<file path="src/rtl/lms_pkg.sv">
// Package with request codes, state encodings and timing constants of the lock motor sequencer.
package lms_pkg;

   localparam logic [2:0] REQ_TICK  = 3'd0;
   localparam logic [2:0] REQ_OPEN  = 3'd1;
   localparam logic [2:0] REQ_CLOSE = 3'd2;
   localparam logic [2:0] REQ_PROC  = 3'd3;
   localparam logic [2:0] REQ_DOOR  = 3'd4;

   localparam logic [2:0] MODE_IDLE   = 3'd0;
   localparam logic [2:0] MODE_LOCK   = 3'd1;
   localparam logic [2:0] MODE_UNLOCK = 3'd2;
   localparam logic [2:0] MODE_WAIT   = 3'd3;

   localparam logic [3:0] SS_IN  = 4'd0;
   localparam logic [3:0] SS_S1  = 4'd1;
   localparam logic [3:0] SS_S2  = 4'd2;
   localparam logic [3:0] SS_S3  = 4'd3;
   localparam logic [3:0] SS_S4  = 4'd4;
   localparam logic [3:0] SS_S5  = 4'd5;
   localparam logic [3:0] SS_S6  = 4'd6;
   localparam logic [3:0] SS_S7  = 4'd7;
   localparam logic [3:0] SS_OK  = 4'd8;
   localparam logic [3:0] SS_END = 4'd9;
   localparam logic [3:0] SS_ERR = 4'd10;

   localparam logic [1:0] POS_MID    = 2'd0;
   localparam logic [1:0] POS_LOCK   = 2'd1;
   localparam logic [1:0] POS_UNLOCK = 2'd2;

   localparam logic [1:0] TRACK_IDLE     = 2'd0;
   localparam logic [1:0] TRACK_OPEN     = 2'd1;
   localparam logic [1:0] TRACK_OPENLOCK = 2'd2;

   localparam logic [1:0] DRV_STOP = 2'd0;
   localparam logic [1:0] DRV_ONE  = 2'd1;
   localparam logic [1:0] DRV_ZERO = 2'd2;

   localparam logic [1:0] CMP_NONE  = 2'd0;
   localparam logic [1:0] CMP_THERE = 2'd1;
   localparam logic [1:0] CMP_DONE  = 2'd2;
   localparam logic [1:0] CMP_ERR   = 2'd3;

   localparam logic [2:0] CSR_ON_LEVEL  = 3'd0;
   localparam logic [2:0] CSR_OFF_LEVEL = 3'd1;
   localparam logic [2:0] CSR_CEILING   = 3'd2;
   localparam logic [2:0] CSR_FLOOR     = 3'd3;
   localparam logic [2:0] CSR_AUTO_EN   = 3'd4;
   localparam logic [2:0] CSR_DOOR_EN   = 3'd5;
   localparam logic [2:0] CSR_AUTO_TICK = 3'd6;
   localparam logic [2:0] CSR_TEST_MODE = 3'd7;

   localparam logic [6:0] T_WORK   = 7'd78;
   localparam logic [6:0] T_PAUSE  = 7'd15;
   localparam logic [6:0] T_BACK   = 7'd7;
   localparam logic [6:0] T_TRAVEL = 7'd23;

   localparam logic [7:0] PHASE_RESTART = 8'hff;
   localparam logic [7:0] PHASE_WRAP    = 8'hfe;

endpackage

</file>
<file path="src/rtl/lock_motor_sequencer.sv">
// Top level of the lock motor sequencer: state update per request and registered result.
//
//  channel | ports                      | payload
//  --------+----------------------------+------------------------------------------
//  request | req_tvalid/tready/tdata    | req_type, col1_low, col2_low, reversal,
//          |                            | door_sw_low, door_open, side_left_sample
//  result  | rsp_tvalid/tready/tdata    | motor_drive .. sense_drive_high
//  config  | csr_we, csr_index, csr_data| eight registers
//
// Each request is applied to the state in the cycle it is accepted and its result
// lands in the output register at the same edge, so one request per cycle is taken.
// The request side is ready whenever the output register is empty or is being drained.
// Reset is synchronous and active high; it returns all registers but the result data
// to their defaults. A stalled result holds, and new requests wait until it is taken.
module lock_motor_sequencer (
   input  logic        clock,
   input  logic        reset,
   input  logic        req_tvalid,
   output logic        req_tready,
   // Fields from bit 0: req_type[2:0], col1_low, col2_low, reversal_level,
   // door_sw_low, door_open, side_left_sample, zero pad.
   input  logic [15:0] req_tdata,
   output logic        rsp_tvalid,
   input  logic        rsp_tready,
   // Fields from bit 0: motor_drive[1:0], position[3:2], busy_res, completion[6:5],
   // start_beep, auto_lock_request, door_state[10:9], sense_drive_high, zero pad.
   output logic [15:0] rsp_tdata,
   input  logic        csr_we,
   input  logic [2:0]  csr_index,
   input  logic [7:0]  csr_data
);

   // Configuration registers.
   logic [7:0] on_lvl_ff, off_lvl_ff, ceil_ff, floor_ff, al_ticks_ff;
   logic       al_en_ff, door_en_ff, test_ff;

   // Sequencer state.
   logic [2:0] mode_ff, mode_in;
   logic [3:0] sub_ff, sub_in;
   logic [6:0] stmr_ff, stmr_in;
   logic [7:0] atmr_ff, atmr_in;
   logic [7:0] phase_ff, phase_in;
   logic [7:0] lvl_ff, lvl_in, vert_ff, vert_in, back_ff, back_in;
   logic [1:0] dcnt_ff, dcnt_in;
   logic [1:0] track_ff, track_in;
   logic [1:0] pos_ff, pos_in;
   logic       trav_ff, trav_in, left_ff, left_in;
   logic [1:0] drv_ff, drv_in;
   logic       sense_ff, sense_in;

   logic        out_valid_ff;
   logic [15:0] out_data_ff, out_data_in;

   logic       accept;
   logic [2:0] rtype;
   logic       c1, c2, rev, dsw, dopen, sleft;
   logic [1:0] cmp;
   logic       start, areq;

   assign req_tready = !out_valid_ff || rsp_tready;
   assign accept     = req_tvalid && req_tready;
   assign rsp_tvalid = out_valid_ff;
   assign rsp_tdata  = out_data_ff;

   assign rtype = req_tdata[2:0];
   assign c1    = req_tdata[3];
   assign c2    = req_tdata[4];
   assign rev   = req_tdata[5];
   assign dsw   = req_tdata[6];
   assign dopen = req_tdata[7];
   assign sleft = req_tdata[8];

   function automatic logic [7:0] cnt_step(input logic [7:0] c, input logic up,
                                           input logic [7:0] ceil_v,
                                           input logic [7:0] flr_v);
      logic [7:0] r;
      r = c;
      if (up) begin
         if (c < ceil_v) r = c + 8'd1;
      end else begin
         if (c > flr_v) r = c - 8'd1;
      end
      return r;
   endfunction

   always_comb begin
      logic       lvl_on, vert_on, fwd, unl, there, hit, seq;
      logic [7:0] l2, v2;
      mode_in = mode_ff; sub_in = sub_ff; stmr_in = stmr_ff; atmr_in = atmr_ff;
      phase_in = phase_ff; lvl_in = lvl_ff; vert_in = vert_ff; back_in = back_ff;
      dcnt_in = dcnt_ff; track_in = track_ff; pos_in = pos_ff; trav_in = trav_ff;
      left_in = left_ff; drv_in = drv_ff; sense_in = sense_ff;
      cmp = lms_pkg::CMP_NONE; start = 1'b0; areq = 1'b0;
      lvl_on = 1'b0; vert_on = 1'b0; fwd = 1'b0; unl = 1'b0; there = 1'b0; hit = 1'b0;
      seq = 1'b0; l2 = lvl_ff; v2 = vert_ff;
      case (rtype)
         lms_pkg::REQ_TICK: begin
            if (stmr_ff != 7'd0) stmr_in = stmr_ff - 7'd1;
            if (atmr_ff != 8'd0) begin
               atmr_in = atmr_ff - 8'd1;
               if (atmr_ff == 8'd1) areq = 1'b1;
            end
            if (phase_ff == lms_pkg::PHASE_RESTART) begin
               sense_in = 1'b1;
               phase_in = phase_ff + 8'd1;
            end else if (mode_ff != lms_pkg::MODE_IDLE) begin
               sense_in = 1'b1;
               phase_in = 8'd2;
            end else if (phase_ff == 8'd4) begin
               sense_in = 1'b0;
               phase_in = 8'd5;
            end else if (phase_ff > 8'd8) begin
               phase_in = lms_pkg::PHASE_RESTART;
            end else begin
               phase_in = phase_ff + 8'd1;
            end
         end
         lms_pkg::REQ_OPEN: begin
            if (mode_ff == lms_pkg::MODE_IDLE) begin
               mode_in = lms_pkg::MODE_UNLOCK; sub_in = lms_pkg::SS_IN; left_in = sleft;
            end
         end
         lms_pkg::REQ_CLOSE: begin
            if (mode_ff == lms_pkg::MODE_IDLE || mode_ff == lms_pkg::MODE_WAIT) begin
               mode_in = lms_pkg::MODE_LOCK; track_in = lms_pkg::TRACK_IDLE;
               sub_in = lms_pkg::SS_IN; left_in = sleft;
            end
         end
         lms_pkg::REQ_PROC: begin
            // Position sampling during the detect window.
            if (phase_ff > 8'd0 && phase_ff < 8'd4) begin
               sense_in = 1'b1;
               l2 = cnt_step(lvl_ff, c1, ceil_ff, floor_ff);
               v2 = cnt_step(vert_ff, c2, ceil_ff, floor_ff);
               lvl_in = l2; vert_in = v2;
               if (left_ff) begin
                  if (l2 > on_lvl_ff) begin
                     pos_in = lms_pkg::POS_UNLOCK;
                     if (door_en_ff && track_ff == lms_pkg::TRACK_IDLE)
                        track_in = lms_pkg::TRACK_OPENLOCK;
                  end else if (v2 > on_lvl_ff) pos_in = lms_pkg::POS_LOCK;
                  else pos_in = lms_pkg::POS_MID;
               end else begin
                  if (l2 > on_lvl_ff) pos_in = lms_pkg::POS_LOCK;
                  else if (v2 > on_lvl_ff) pos_in = lms_pkg::POS_UNLOCK;
                  else pos_in = lms_pkg::POS_MID;
               end
            end
            lvl_on  = l2 > on_lvl_ff;
            vert_on = v2 > on_lvl_ff;
            unl = (mode_ff == lms_pkg::MODE_UNLOCK);
            fwd = (unl == left_ff);
            seq = (mode_ff == lms_pkg::MODE_LOCK) || unl;
            if (seq) begin
               case (sub_ff)
                  lms_pkg::SS_IN: begin
                     there = fwd ? lvl_on : vert_on;
                     if (there) sub_in = lms_pkg::SS_OK;
                     else begin
                        drv_in = fwd ? lms_pkg::DRV_ONE : lms_pkg::DRV_ZERO;
                        sub_in = lms_pkg::SS_S1; stmr_in = lms_pkg::T_WORK; start = 1'b1;
                     end
                  end
                  lms_pkg::SS_S1: begin
                     if (stmr_ff == 7'd0) begin
                        drv_in = lms_pkg::DRV_STOP; sub_in = lms_pkg::SS_ERR;
                     end else begin
                        hit = fwd ? (lvl_on || c1) : (vert_on || c2);
                        if (hit) begin
                           sub_in = lms_pkg::SS_S2;
                           stmr_in = (!unl && !left_ff) ? 7'd2 : 7'd1;
                        end
                     end
                  end
                  lms_pkg::SS_S2: begin
                     hit = unl ? (left_ff ? c1 : c2) : (c1 || c2);
                     if (hit || stmr_ff == 7'd0) begin
                        drv_in = lms_pkg::DRV_STOP; stmr_in = lms_pkg::T_PAUSE;
                        sub_in = lms_pkg::SS_S3;
                     end
                  end
                  lms_pkg::SS_S3: begin
                     if (stmr_ff == 7'd0) begin
                        trav_in = rev;
                        drv_in = fwd ? lms_pkg::DRV_ZERO : lms_pkg::DRV_ONE;
                        stmr_in = lms_pkg::T_BACK; sub_in = lms_pkg::SS_S4;
                     end
                  end
                  lms_pkg::SS_S4: begin
                     if (trav_ff != rev || stmr_ff == 7'd0) begin
                        stmr_in = lms_pkg::T_TRAVEL; sub_in = lms_pkg::SS_S5;
                     end
                  end
                  lms_pkg::SS_S5: begin
                     if (!unl) back_in = cnt_step(back_ff, !rev, ceil_ff, floor_ff);
                     if (stmr_ff == 7'd0) begin
                        drv_in = lms_pkg::DRV_STOP; sub_in = lms_pkg::SS_ERR;
                     end else if (back_in < off_lvl_ff || trav_ff != rev) begin
                        stmr_in = 7'd0; sub_in = lms_pkg::SS_S6;
                     end
                  end
                  lms_pkg::SS_S6: begin
                     if (stmr_ff == 7'd0) begin
                        drv_in = fwd ? lms_pkg::DRV_ZERO : lms_pkg::DRV_ONE;
                        sub_in = lms_pkg::SS_S7;
                        if (unl) stmr_in = left_ff ? 7'd4 : 7'd6;
                        else stmr_in = left_ff ? 7'd5 : 7'd4;
                     end
                  end
                  lms_pkg::SS_S7: begin
                     if (stmr_ff == 7'd0) begin
                        drv_in = lms_pkg::DRV_STOP; sub_in = lms_pkg::SS_END;
                     end
                  end
                  lms_pkg::SS_OK, lms_pkg::SS_END, lms_pkg::SS_ERR: ;
                  default: begin
                     drv_in = lms_pkg::DRV_STOP; sub_in = lms_pkg::SS_ERR;
                  end
               endcase
               if (sub_in == lms_pkg::SS_OK) begin
                  mode_in = lms_pkg::MODE_IDLE; cmp = lms_pkg::CMP_THERE;
                  if (unl && al_en_ff) atmr_in = al_ticks_ff;
               end else if (sub_in == lms_pkg::SS_ERR) begin
                  mode_in = lms_pkg::MODE_IDLE; cmp = lms_pkg::CMP_ERR;
               end else if (sub_in == lms_pkg::SS_END) begin
                  mode_in = lms_pkg::MODE_IDLE; cmp = lms_pkg::CMP_DONE;
                  if (unl && !test_ff) begin
                     if (al_en_ff) atmr_in = al_ticks_ff;
                     if (door_en_ff) begin
                        stmr_in = lms_pkg::T_WORK; mode_in = lms_pkg::MODE_WAIT;
                     end
                  end
               end
            end else if (mode_ff == lms_pkg::MODE_WAIT) begin
               if (dopen) begin
                  track_in = lms_pkg::TRACK_OPEN; mode_in = lms_pkg::MODE_IDLE;
               end else if (stmr_ff == 7'd0) begin
                  mode_in = lms_pkg::MODE_IDLE; track_in = lms_pkg::TRACK_OPENLOCK;
               end
            end else if (mode_ff != lms_pkg::MODE_IDLE) begin
               mode_in = lms_pkg::MODE_IDLE;
            end
         end
         lms_pkg::REQ_DOOR: begin
            if (dsw) begin
               if (dcnt_ff != 2'd3) begin
                  dcnt_in = dcnt_ff + 2'd1;
                  if (dcnt_ff == 2'd2 && track_ff == lms_pkg::TRACK_OPEN && door_en_ff
                      && pos_ff != lms_pkg::POS_LOCK) areq = 1'b1;
               end
            end else if (dcnt_ff != 2'd0) begin
               dcnt_in = dcnt_ff - 2'd1;
               if (dcnt_ff == 2'd1 && track_ff == lms_pkg::TRACK_OPENLOCK)
                  track_in = lms_pkg::TRACK_OPEN;
            end
         end
         default: ;
      endcase
      out_data_in = {4'd0, sense_in, track_in, areq, start, cmp,
                     (mode_in != lms_pkg::MODE_IDLE), pos_in, drv_in};
   end

   always_ff @(posedge clock) begin
      if (reset) begin
         on_lvl_ff <= 8'd3; off_lvl_ff <= 8'd2; ceil_ff <= 8'd5; floor_ff <= 8'd0;
         al_en_ff <= 1'b0; door_en_ff <= 1'b0; al_ticks_ff <= 8'd78; test_ff <= 1'b0;
      end else if (csr_we) begin
         case (csr_index)
            lms_pkg::CSR_ON_LEVEL:  on_lvl_ff   <= csr_data;
            lms_pkg::CSR_OFF_LEVEL: off_lvl_ff  <= csr_data;
            lms_pkg::CSR_CEILING:   ceil_ff     <= csr_data;
            lms_pkg::CSR_FLOOR:     floor_ff    <= csr_data;
            lms_pkg::CSR_AUTO_EN:   al_en_ff    <= csr_data[0];
            lms_pkg::CSR_DOOR_EN:   door_en_ff  <= csr_data[0];
            lms_pkg::CSR_AUTO_TICK: al_ticks_ff <= csr_data;
            lms_pkg::CSR_TEST_MODE: test_ff     <= csr_data[0];
            default: ;
         endcase
      end
   end

   always_ff @(posedge clock) begin
      if (reset) begin
         mode_ff <= lms_pkg::MODE_IDLE; sub_ff <= lms_pkg::SS_IN; stmr_ff <= 7'd0;
         atmr_ff <= 8'd0; phase_ff <= lms_pkg::PHASE_RESTART; lvl_ff <= 8'd0;
         vert_ff <= 8'd0; back_ff <= 8'd0; dcnt_ff <= 2'd0;
         track_ff <= lms_pkg::TRACK_IDLE; pos_ff <= lms_pkg::POS_MID; trav_ff <= 1'b0;
         left_ff <= 1'b0; drv_ff <= lms_pkg::DRV_STOP; sense_ff <= 1'b1;
         out_valid_ff <= 1'b0;
      end else begin
         if (accept) begin
            mode_ff <= mode_in; sub_ff <= sub_in; stmr_ff <= stmr_in; atmr_ff <= atmr_in;
            phase_ff <= phase_in; lvl_ff <= lvl_in; vert_ff <= vert_in; back_ff <= back_in;
            dcnt_ff <= dcnt_in; track_ff <= track_in; pos_ff <= pos_in; trav_ff <= trav_in;
            left_ff <= left_in; drv_ff <= drv_in; sense_ff <= sense_in;
            out_valid_ff <= 1'b1;
         end else if (rsp_tready) begin
            out_valid_ff <= 1'b0;
         end
      end
   end

   always_ff @(posedge clock) begin
      if (accept) out_data_ff <= out_data_in;
   end

endmodule

</file>
<file path="config.mk">
export PLATFORM = sky130hd
export DESIGN_NAME = lock_motor_sequencer
export DESIGN_NICKNAME = d
export VERILOG_FILES = /design/src/rtl/lms_pkg.sv /design/src/rtl/lock_motor_sequencer.sv
export SDC_FILE = /design/constraint.sdc
export NUM_CORES = 1
export LEC_CHECK = 0
export BUFFER_PORTS_ARGS = -buffer_cell sky130_fd_sc_hd__buf_2
export CAP_MARGIN = 20
export CORE_MARGIN = 2
export CORE_UTILIZATION = 40
export DETAILED_ROUTE_END_ITERATION = 8
export PLACE_DENSITY = 0.69
export SYNTH_ARGS = -nofsm -noshare
export SYNTH_HDL_FRONTEND = slang
export SYNTH_SLANG_ARGS = --single-unit
</file>
<file path="constraint.sdc">
create_clock -name clock -period 4.3 [get_ports clock]
set_input_delay 0.215 -clock clock [delete_from_list [all_inputs] [get_ports clock]]
set_output_delay 0.215 -clock clock [all_outputs]
set_load 0.05 [all_outputs]
</file>
==> results of run 1 <==
-- critical path: cells and delay by family (launching register included) --
| family | cells | cell delay, ns |
|---|---|---|
| buffers and inverters | 5 | 0.76 |
| xor gates and xnor gates | 1 | 0.15 |
| and+or+nand+nor | 8 | 1.81 |
| AOI/OAI and AO/OA | 8 | 0.89 |
| adders and majority gates | 2 | 0.54 |
| DFF | 1 | 0.39 |
-- what timing repair did --
action	CTS	global route
pin swaps	40	64
gates cloned	0	0
setup buffers	29	16
endpoints found under the hold margin	0	0
resized for setup	66	92
endpoints found under the setup margin	23	32
-- flip-flops by register name, indices dropped and copies added, names as in the netlist, 3 cells and up --
register	cells
phase_ff	8
atmr_ff	8
floor_ff	8
lvl_ff	8
sub_ff	4
rsp_tdata	12
al_ticks_ff	8
back_ff	8
ceil_ff	8
stmr_ff	7
on_lvl_ff	8
off_lvl_ff	8
vert_ff	8
mode_ff	3
-- stage by stage --
stage	instances	setup WS [ns]	cell area (um2)	setup TNS [ns]	hold WS, ns
floorplan	1272	-0.00667	9760	-0.00667	0.339
global placement	1703	-0.243	11100	-3.04	0.442
detailed placement	1703	-0.349	11100	-4.85	0.447
CTS	1764	-0.0890	12200	-0.624	0.0284
global route	1776	-0.490	12700	-8.70	0.0467
finish	1776	-0.325	12700	-4.54	0.0369
-- layout make-up --
class,count,share of cell area
Inverter,61,0.0182
Multi-Input combinational cell,1027,0.578
Clock inverter,14,0.0123
Sequential cell,121,0.201
Tap cell,319,0.0314
Clock buffer,18,0.0337
Timing Repair Buffer,216,0.125
-- synth_stat cells (all sizes together), types with 16 or more instances --
library cell and number:
inv 61, xnor2 26, o211ai 17, ha 102
xor2 24, nand2 161, o21ai 76, and3 16
dfxtp 109, a21o 16, mux2i 17, nor2 112
clkbuf 49, or3 19, nor2b 17, nand4 20
a21oi 103, nand3 62, nor3 35
-- worst max path at each step --
stage | from | slack (ns) | endpoint | cells past startpoint
after floorplan | floor_ff[7]$_SDFFE_PP0P_ | -0.007 | rsp_tdata[4]$_DFFE_PP_ | 21
after global placement | ceil_ff[1]$_SDFFE_PP0P_ | -0.24 | stmr_ff[1]$_SDFFE_PP0P_ | 20
after detailed placement | floor_ff[1]$_SDFFE_PP0P_ | -0.35 | rsp_tdata[4]$_DFFE_PP_ | 21
after CTS | floor_ff[1]$_SDFFE_PP0P_ | -0.09 | stmr_ff[0]$_SDFFE_PP0P_ | 21
after global routing | vert_ff[0]$_SDFFE_PP0P_ | -0.49 | stmr_ff[0]$_SDFFE_PP0P_ | 24
final | vert_ff[0]$_SDFFE_PP0P_ | -0.32 | stmr_ff[0]$_SDFFE_PP0P_ | 24
-- per-layer routing --
layer | GRT usage | up-vias
met1 | 0.305 | 4878
met4 | 0.0983 | 0
met2 | 0.403 | 373
met3 | 0.0430 | 90
li1 | - | 4946
met5 | 0 | -
-- power breakdown --
group	internal [mW]	switching, mW	leakage, nW
clock	0.902	0.550	0.278
combinational	0.289	0.395	4.11
sequential	1.16	0.0183	1.01
-- logic make-up (layout without fill, tap and decap cells) --
group	after synthesis	count (layout)
other	1	4
XOR/XNOR	50	50
AO/OA/AOI/OAI	335	335
adder cells (fa/ha/maj)	102	102
multiplexers	21	21
flip-flops	121	121
buffers and inverters	124	309
AND/OR/NAND/NOR	515	515
==> flow_metrics.env, run 1 <==
export IMPL_status="complete, but fails checks"
export IMPL_violations="negative setup slack"
export IMPL_numClockSinks=121
export IMPL_layout_commonest_cell="buf_4"
export IMPL_syn_inst=1269
export IMPL_rsz0062_at_grt="yes"
export IMPL_fill_cells=2117
export IMPL_fp_row_count=56
export IMPL_cellLeakagePower_nw=5.39
export IMPL_min_path_cells=3
export IMPL_fin_nets=1578
export IMPL_slew_viol_final=0
export IMPL_gr_total_overflow=0
export IMPL_reg2reg_setup_slack_ns=-0.32
export IMPL_grt_pass1_wl_um=49800
export IMPL_synth_yosys_seq_area_share=0.264
export IMPL_drive_gt1_frac=0.269
export IMPL_finalHoldViolations=0
export IMPL_hold_path_class="primary input to register"
export IMPL_cp_max_fo=4
export IMPL_vias=10300
export IMPL_fin_ws_ns=-0.325
export IMPL_start_util=0.408
export IMPL_cp_end_kind="register"
export IMPL_antenna_found_initial=0
export IMPL_cts_buffers_inserted=17
export IMPL_fp_dieW_um=159
export IMPL_clk_pin_slew_ns=0.06
export IMPL_dieArea_um2=25300
export IMPL_synth_edff_count=12
export IMPL_wl_met2_um=15200
export IMPL_finish_utilization=0.540
export IMPL_r2r_start="vert_ff[0]$_SDFFE_PP0P_"
export IMPL_grt_max_degree=50
export IMPL_clock_latency_ns=0.42
export IMPL_syn_cell_area_um2=9610
export IMPL_synthMuxAreaShare=0.0224
export IMPL_routed_wl_um=31700
export IMPL_drtIter0Drc=917
export IMPL_grt_pass1_vias=9780
export IMPL_top_layer_used="met4"
export IMPL_hold_path_end="left_ff$_SDFFE_PP0P_"
export IMPL_m1WireLength_um=13500
export IMPL_globalplace_congestion=0.975
export IMPL_post_route_min_period_ns=4.62
export IMPL_critPathKind="register to register"
export IMPL_slowest_delay_ns=0.51
export IMPL_synth_top_area_cell="dfxtp_1"
export IMPL_synth_compound_area_share=0.224
export IMPL_synth_top_family_by_area="simple AND/OR/NAND/NOR gates"
export IMPL_cap_violations=0
export IMPL_multi_input_area_um2=7350
export IMPL_root_buffer="clkbuf_16"
export IMPL_r2r_end="stmr_ff[0]$_SDFFE_PP0P_"
export IMPL_worstSetupStartpointType="register"
export IMPL_die_h_um=159
export IMPL_dp_hpwl_um=22300
export IMPL_antennaDiodeCount=0
export IMPL_drtAntennaViolNets=0
export IMPL_viasPerCell=5.79
export IMPL_dr_pass1_iters=5
export IMPL_r2r_cells=24
export IMPL_coreArea_um2=23500
export IMPL_power_mw=3.32
export IMPL_finClkSkew_ns=0.0104
export IMPL_cts_buffer_depth=2
export IMPL_arrival_ns=4.96
export IMPL_area_growth_pct=32.3
export IMPL_synth_ff_type="dfxtp_1"
export IMPL_cp_common_cell="buf_4"
export IMPL_cts_tree="done"
export IMPL_synth_seq_cells=121
export IMPL_holdBufCountCts=0
export IMPL_holdCritStartpoint="req_tdata[8]"
export IMPL_min_period_over_period=1.08
export IMPL_peakVddDrop_mv=0.176
export IMPL_max_slew_margin_rel=0.305
export IMPL_synth_simple_area_share=0.260
export IMPL_drc=0
export IMPL_crit_required_ns=4.63
export IMPL_yosys_area_share_adder=0.133
export IMPL_crit_path_top_delay_cell="or4_4"
export IMPL_yosys_area_top_type_share=0.227
export IMPL_synth_xor_area_frac=0.0456
export IMPL_async_reset_ff_frac=0
export IMPL_wl_per_cell_um=17.8
export IMPL_met3_length_um=1830
export IMPL_worst_pin_slew_ns=1.03
export IMPL_p_per_area_nw_per_um2=261
export IMPL_regArea_um2=2560
export IMPL_io_pins=50
export IMPL_syn_area_per_cell_um2=7.58
export IMPL_final_cell_mix="160 x buf_4, 155 x nand2_1, 103 x nor2_1"
export IMPL_cts_htree_levels=4
export IMPL_yosys_top_cells_area="dfxtp_1 23%, ha_1 13%, nand2_1 6.3%, a21oi_1 5.4%, nor2_1 4.3%"
export IMPL_port_buffers=38
export IMPL_cp_cell_sequence="inv_1, ha_1, nor2b_4, o21a_1, o21a_1, o21ai_1, nand3b_1, buf_4, nand4_1, buf_4, o22ai_4, nand2_2, xnor2_2, ha_1, nand3_2, or4_4, buf_6, o211ai_1, buf_4, o21ai_2, and4b_1, o211a_4, or4_4, a21oi_1"
export IMPL_ys_types=80
export IMPL_grt_total_usage=0.240
export IMPL_yosys_warnings=0
export IMPL_finalSetupViolCount=22
export IMPL_fmax_mhz=216
Power figures use the tool's default switching activity.
==> run 2: changes to the inputs <==
==> constraint.sdc (replaced) <==
create_clock -name clock -period 4.3 [get_ports clock]
set_input_delay 0.86 -clock clock [delete_from_list [all_inputs] [get_ports clock]]
set_output_delay 0.86 -clock clock [all_outputs]
set_load 0.05 [all_outputs]
==> run 2 against run 1 <==
Sequential power about the same. The flow still finishes with violations (negative setup slack). Via count rose by 1.6%. Routed wire length increased by 1.9%.
==> flow_metrics.env, run 2 (synthesized netlist as in run 1, its figures left out) <==
export IMPL_status="complete, but fails checks"
export IMPL_violations="negative setup slack"
export IMPL_port_buffers=38
export IMPL_p_seq_frac=0.348
export IMPL_p_per_area_nw_per_um2=257
export IMPL_m1WireLength_um=13600
export IMPL_viasPerCell=5.79
export IMPL_fin_setup_tns_ns=-3.49
export IMPL_cts_tree="done"
export IMPL_peakVddDrop_mv=0.185
export IMPL_arrival_ns=4.96
export IMPL_finClkSkew_ns=0.00910
export IMPL_cap_violations=0
export IMPL_grt_pass1_wl_um=49500
export IMPL_cts_buffers_inserted=17
export IMPL_switching_share=0.284
export IMPL_fill_cells=2072
export IMPL_clk_pin_slew_ns=0.06
export IMPL_post_route_min_period_ns=4.62
export IMPL_final_cell_mix="180 x buf_4, 155 x nand2_1, 102 x nor2_1"
export IMPL_worstSetupStartpointType="register"
export IMPL_wl_per_cell_um=17.9
export IMPL_met3_length_um=1900
export IMPL_cp_max_fo=3
export IMPL_grt_max_degree=90
export IMPL_hold_path_end="floor_ff[4]$_SDFFE_PP0P_"
export IMPL_r2r_cells=22
export IMPL_min_period_over_period=1.07
export IMPL_dr_pass1_iters=6
export IMPL_start_util=0.408
export IMPL_top_layer_used="met4"
export IMPL_power_mw=3.40
export IMPL_routed_wl_um=32300
export IMPL_globalplace_congestion=0.913
export IMPL_slew_viol_final=0
export IMPL_finalHoldViolations=0
export IMPL_worst_pin_slew_ns=1.08
export IMPL_coreArea_um2=23500
export IMPL_holdBufCountCts=0
export IMPL_gr_total_overflow=0
export IMPL_dp_hpwl_um=22300
export IMPL_rsz0062_at_grt="yes"
export IMPL_antenna_found_initial=0
export IMPL_finalSetupViolCount=19
export IMPL_cp_end_kind="register"
export IMPL_crit_path_top_delay_cell="or4_4"
export IMPL_crit_required_ns=4.64
export IMPL_critPathKind="register to register"
export IMPL_io_pins=50
export IMPL_multi_input_area_um2=7540
export IMPL_fp_row_count=56
export IMPL_p_sw_mw=0.968
export IMPL_grt_total_usage=0.241
export IMPL_numClockSinks=121
export IMPL_holdCritStartpoint="floor_ff[4]$_SDFFE_PP0P_"
export IMPL_cellLeakagePower_nw=5.57
export IMPL_fmax_mhz=217
export IMPL_fin_ws_ns=-0.319
export IMPL_fin_nets=1608
export IMPL_intPower_mw=2.44
export IMPL_path_buf_inv=3
export IMPL_antennaDiodeCount=0
export IMPL_r2r_start="ceil_ff[1]$_SDFFE_PP0P_"
export IMPL_crit_family="compound AO/OA/AOI/OAI gates"
export IMPL_r2r_end="atmr_ff[5]$_SDFFE_PP0P_"
export IMPL_slowest_delay_ns=0.51
export IMPL_wl_met2_um=15200
export IMPL_die_h_um=159
export IMPL_dieArea_um2=25300
export IMPL_largest_reg_flops=12
export IMPL_fp_dieW_um=159
export IMPL_min_path_cells=2
export IMPL_drtAntennaViolNets=0
export IMPL_regArea_um2=2570
export IMPL_drive_gt1_frac=0.314
export IMPL_hold_path_class="register to register"
export IMPL_root_buffer="clkbuf_16"
export IMPL_vias=10500
export IMPL_layout_commonest_cell="buf_4"
export IMPL_max_slew_margin_rel=0.282
export IMPL_cp_cell_sequence="inv_4, ha_4, a21o_1, a21oi_2, o21ai_2, o41ai_2, buf_4, nand4_1, buf_4, nand2_2, nand2_1, xnor2_1, ha_1, nand3_2, or4_4, o22a_1, o31ai_4, a211o_1, o21ai_2, or3_4, or2_1, a221oi_2"
export IMPL_reg2reg_setup_slack_ns=-0.32
export IMPL_drtIter0Drc=814
export IMPL_area_growth_pct=37.5
export IMPL_clock_latency_ns=0.43
export IMPL_drc=0
export IMPL_cts_buffer_depth=2
export IMPL_whs_ns=0.451
export IMPL_grt_pass1_vias=9841
export IMPL_combPwrFrac=0.209
export IMPL_cts_htree_levels=4
export IMPL_power_share_clock=0.443
## run 2: worst register-to-register path: stages (launching register included)
cell and delay (ns):
dfxtp_2 0.35, inv_4 0.06, ha_4 0.23, a21o_1 0.17, a21oi_2 0.14, o21ai_2 0.08, o41ai_2 0.24, buf_4 0.19
nand4_1 0.16, buf_4 0.21, nand2_2 0.07, nand2_1 0.07, xnor2_1 0.14, ha_1 0.29, nand3_2 0.10, or4_4 0.51
o22a_1 0.24, o31ai_4 0.10, a211o_1 0.27, o21ai_2 0.10, or3_4 0.35, or2_1 0.24, a221oi_2 0.22
## run 2: stage by stage
step / worst slack (ns) / cells / utilization / cell area [um2]
floorplan: -0.0356 / 1272 / - / 9850
global placement: -0.387 / 1716 / 0.479 / 11300
detailed placement: -0.431 / 1716 / 0.479 / 11300
CTS: -0.106 / 1788 / 0.537 / 12600
global route: -0.420 / 1805 / 0.561 / 13200
finish: -0.319 / 1805 / 0.561 / 13200
## run 2: routing by layer
metal,global-route usage,up-vias
li1,-,4991
met1,0.301,4974
met2,0.400,384
met3,0.0404,101
met4,0.124,0
met5,0,-
## run 2: timing repair
| item | in CTS | in global routing |
|---|---|---|
| setup buffers | 41 | 26 |
| pin swaps | 74 | 72 |
| endpoints found under the setup margin | 27 | 32 |
| cloned | 0 | 0 |
| gates resized for setup | 108 | 91 |
## run 2: how the worst max path moves through the flow
stage                                   startpoint                       to  slack (ns)  cells after the start
after floorplan                       req_tdata[3]   rsp_tdata[4]$_DFFE_PP_       -0.04                     18
after global placement                req_tdata[3]  stmr_ff[0]$_SDFFE_PP0P_       -0.39                     19
after detailed placement  floor_ff[1]$_SDFFE_PP0P_  stmr_ff[0]$_SDFFE_PP0P_       -0.43                     21
after CTS                 floor_ff[1]$_SDFFE_PP0P_  stmr_ff[0]$_SDFFE_PP0P_       -0.11                     22
after global routing      floor_ff[2]$_SDFFE_PP0P_  atmr_ff[5]$_SDFFE_PP0P_       -0.42                     22
final                      ceil_ff[1]$_SDFFE_PP0P_  atmr_ff[5]$_SDFFE_PP0P_       -0.32                     22
## run 2: final cells by class
cell class / count / area share
Clock buffer: 18 / 0.0325
Clock inverter: 13 / 0.0135
Inverter: 61 / 0.0183
Sequential cell: 121 / 0.194
Timing Repair Buffer: 246 / 0.140
Multi-Input combinational cell: 1027 / 0.571
Tap cell: 319 / 0.0302
## run 2: power groups by stage
stage	registers [mW]	clock network [mW]	logic, mW
finish	1.18	1.51	0.713
global route	1.19	1.57	0.768
CTS	1.18	1.51	0.648
detailed placement	1.21	0	0.588
global placement	1.21	0	0.576
floorplan	1.23	0	0.352
==> run 3: changes to the inputs <==
- PLACE_DENSITY: 0.69 -> 0.67
- clock period: 4.3 -> 5.2 ns (I/O delays scaled with it)
==> run 3 against run 2 <==
The run now ends clean. Hold slack better by 0.0014 ns. Power down 20%. Routed wire length down 10%. Register-to-register slack better by 0.57 ns. Sequential power down 17%. Fmax down 6.7%. Die area unchanged. Setup slack better by 0.57 ns. Sequential cell count unchanged. Critical path depth down 3. Sequential share of layout area up 3.4 points. Critical endpoint unchanged.
==> flow_metrics.env, run 3 (synthesized netlist as in run 1, its figures left out) <==
export IMPL_status="finished clean"
export IMPL_final_cell_mix="161 x nand2_1, 110 x nor2_1, 107 x dfxtp_1"
export IMPL_dieArea_um2=25300
export IMPL_port_buffers=38
export IMPL_peakVddDrop_mv=0.125
export IMPL_r2r_end="atmr_ff[5]$_SDFFE_PP0P_"
export IMPL_grt_pass1_wl_um=46700
export IMPL_worst_pin_slew_ns=0.987
export IMPL_antenna_found_initial=1
export IMPL_routed_wl_um=29000
export IMPL_coreArea_um2=23500
export IMPL_hold_path_class="register to register"
export IMPL_cts_tree="done"
export IMPL_numClockSinks=121
export IMPL_r2r_start="vert_ff[3]$_SDFFE_PP0P_"
export IMPL_fp_dieW_um=159
export IMPL_dpl_instance_area_um2=10400
export IMPL_cp_cell_sequence="ha_1, nand4_1, nor2_1, a22oi_1, nand3b_1, and2_2, nor3_1, xor2_1, ha_1, nand3_1, or4_4, o22a_1, o31ai_2, a211o_1, buf_4, o21ai_1, or3_1, or2_0, a221oi_2"
export IMPL_switching_share=0.273
export IMPL_die_h_um=159
export IMPL_finalHoldViolations=0
export IMPL_cap_violations=0
export IMPL_min_period_over_period=0.952
export IMPL_finish_utilization=0.474
export IMPL_rsz0062_at_grt="yes"
export IMPL_drtAntennaViolNets=0
export IMPL_max_slew_margin_rel=0.342
export IMPL_drive_gt1_frac=0.126
export IMPL_fp_row_count=56
export IMPL_cts_buffer_depth=2
export IMPL_start_util=0.408
export IMPL_cp_end_kind="register"
export IMPL_r2r_cells=19
export IMPL_min_path_cells=2
export IMPL_holdBufCountCts=0
export IMPL_hold_path_end="off_lvl_ff[7]$_SDFFE_PP0P_"
export IMPL_area_growth_pct=16.0
export IMPL_holdCritStartpoint="off_lvl_ff[7]$_SDFFE_PP0P_"
export IMPL_wl_per_cell_um=17.4
export IMPL_fin_nets=1466
export IMPL_largest_reg_flops=12
export IMPL_crit_path_top_delay_cell="dfxtp_1"
export IMPL_combPwrFrac=0.162
export IMPL_p_sw_mw=0.744
export IMPL_critPathKind="register to register"
export IMPL_arrival_ns=5.27
export IMPL_drtIter0Drc=738
export IMPL_p_seq_frac=0.360
export IMPL_p_per_area_nw_per_um2=244
export IMPL_cp_max_fo=9
export IMPL_worstSetupStartpointType="register"
export IMPL_crit_required_ns=5.52
export IMPL_fmax_mhz=202
export IMPL_gr_total_overflow=0
export IMPL_dp_hpwl_um=21600
export IMPL_clk_pin_slew_ns=0.05
export IMPL_grt_pass1_vias=9120
export IMPL_fin_area_um2=11200
export IMPL_cts_buffers_inserted=17
export IMPL_finalSetupViolCount=0
export IMPL_io_pins=50
export IMPL_post_route_min_period_ns=4.95
export IMPL_globalplace_congestion=0.923
export IMPL_root_buffer="clkbuf_16"
export IMPL_layout_commonest_cell="nand2_1"
export IMPL_viasPerCell=5.80
export IMPL_vias=9658
export IMPL_power_share_clock=0.478
export IMPL_intPower_mw=1.98
export IMPL_dr_pass1_iters=7
export IMPL_reg2reg_setup_slack_ns=0.25
export IMPL_slowest_delay_ns=0.59
export IMPL_cellLeakagePower_nw=4.67
export IMPL_finClkSkew_ns=0.0103
export IMPL_grt_total_usage=0.226
export IMPL_fill_cells=2358
export IMPL_cts_htree_levels=4
export IMPL_clock_latency_ns=0.43
export IMPL_cp_common_cell="ha_1"
export IMPL_grt_max_degree=49
export IMPL_slew_viol_final=0
export IMPL_drc=0
## run 3: cell types whose count changed in the layout (fill, tap and decap cells not counted), sizes merged
cell      delta
buf        -142
clkbuf       +7
clkinv       -5
clkinvlp     -1
diode        +1
## run 3: repair_timing
action / 4_1_cts / 5_1_grt
setup endpoints to repair: 0 / 14
endpoints found under the hold margin: 0 / 0
buffers inserted: 0 / 2
gates resized for setup: 0 / 15
## run 3: cell type report
cell class	instances	area, um2	area share
diodes	1	2.50	0.000224
clock buffers	25	495	0.0444
clock inverters	7	138	0.0123
inverters	61	229	0.0205
multi-input cells	1027	6660	0.597
flip-flops and latches	121	2540	0.228
well taps	319	399	0.0358
repair buffers	104	686	0.0615
## run 3: per-stage QoR
step	power (mW)	setup slack (ns)	instances	hold WS, ns	TNS [ns]
2_1_floorplan	1.29	0.0521	1272	0.430	0
6_report	2.72	0.250	1665	0.453	0
4_1_cts	2.73	0.150	1662	0.454	0
3_3_place_gp	1.42	0.101	1630	0.443	0
5_1_grt	2.83	-0.0147	1664	0.475	-0.0147
3_5_place_dp	1.43	0.00859	1630	0.446	0
## run 3: power by group through the flow
stage	combinational, mW	sequential [mW]	clock, mW
after floorplan	0.275	1.01	0
after global placement	0.419	1.00	0
after detailed placement	0.426	1.00	0
after CTS	0.430	0.980	1.32
after global routing	0.487	0.983	1.36
final	0.441	0.980	1.30
## run 3: metal layers
metal / vias to the layer above / wire length (um) / track usage
met5: - / 0 / 0
met4: 0 / 905 / 0.0901
met3: 67 / 1600 / 0.0333
met2: 319 / 13600 / 0.385
met1: 4564 / 12900 / 0.288
li1: 4708 / - / -
## run 3: how the worst max path moves through the flow
stage / cells past startpoint / endpoint / slack, ns / startpoint
after floorplan: 18 / rsp_tdata[4]$_DFFE_PP_ / 0.05 / req_tdata[3]
after global placement: 19 / atmr_ff[5]$_SDFFE_PP0P_ / 0.10 / req_tdata[3]
after detailed placement: 19 / atmr_ff[5]$_SDFFE_PP0P_ / 0.009 / req_tdata[3]
after CTS: 22 / stmr_ff[0]$_SDFFE_PP0P_ / 0.15 / ceil_ff[2]$_SDFFE_PP1P_
after global routing: 22 / stmr_ff[0]$_SDFFE_PP0P_ / -0.01 / ceil_ff[7]$_SDFFE_PP0P_
final: 19 / atmr_ff[5]$_SDFFE_PP0P_ / 0.25 / vert_ff[3]$_SDFFE_PP0P_
## run 3: worst max-delay path, delay by kind of cell, from the launching register on
kind | cells | cell delay, ns
and+or+nand+nor | 9 | 2.07
adders and majority gates | 2 | 0.66
AOI/OAI and AO/OA | 6 | 1.29
DFF | 1 | 0.59
buffers and inverters | 1 | 0.11
xor gates and xnor gates | 1 | 0.12
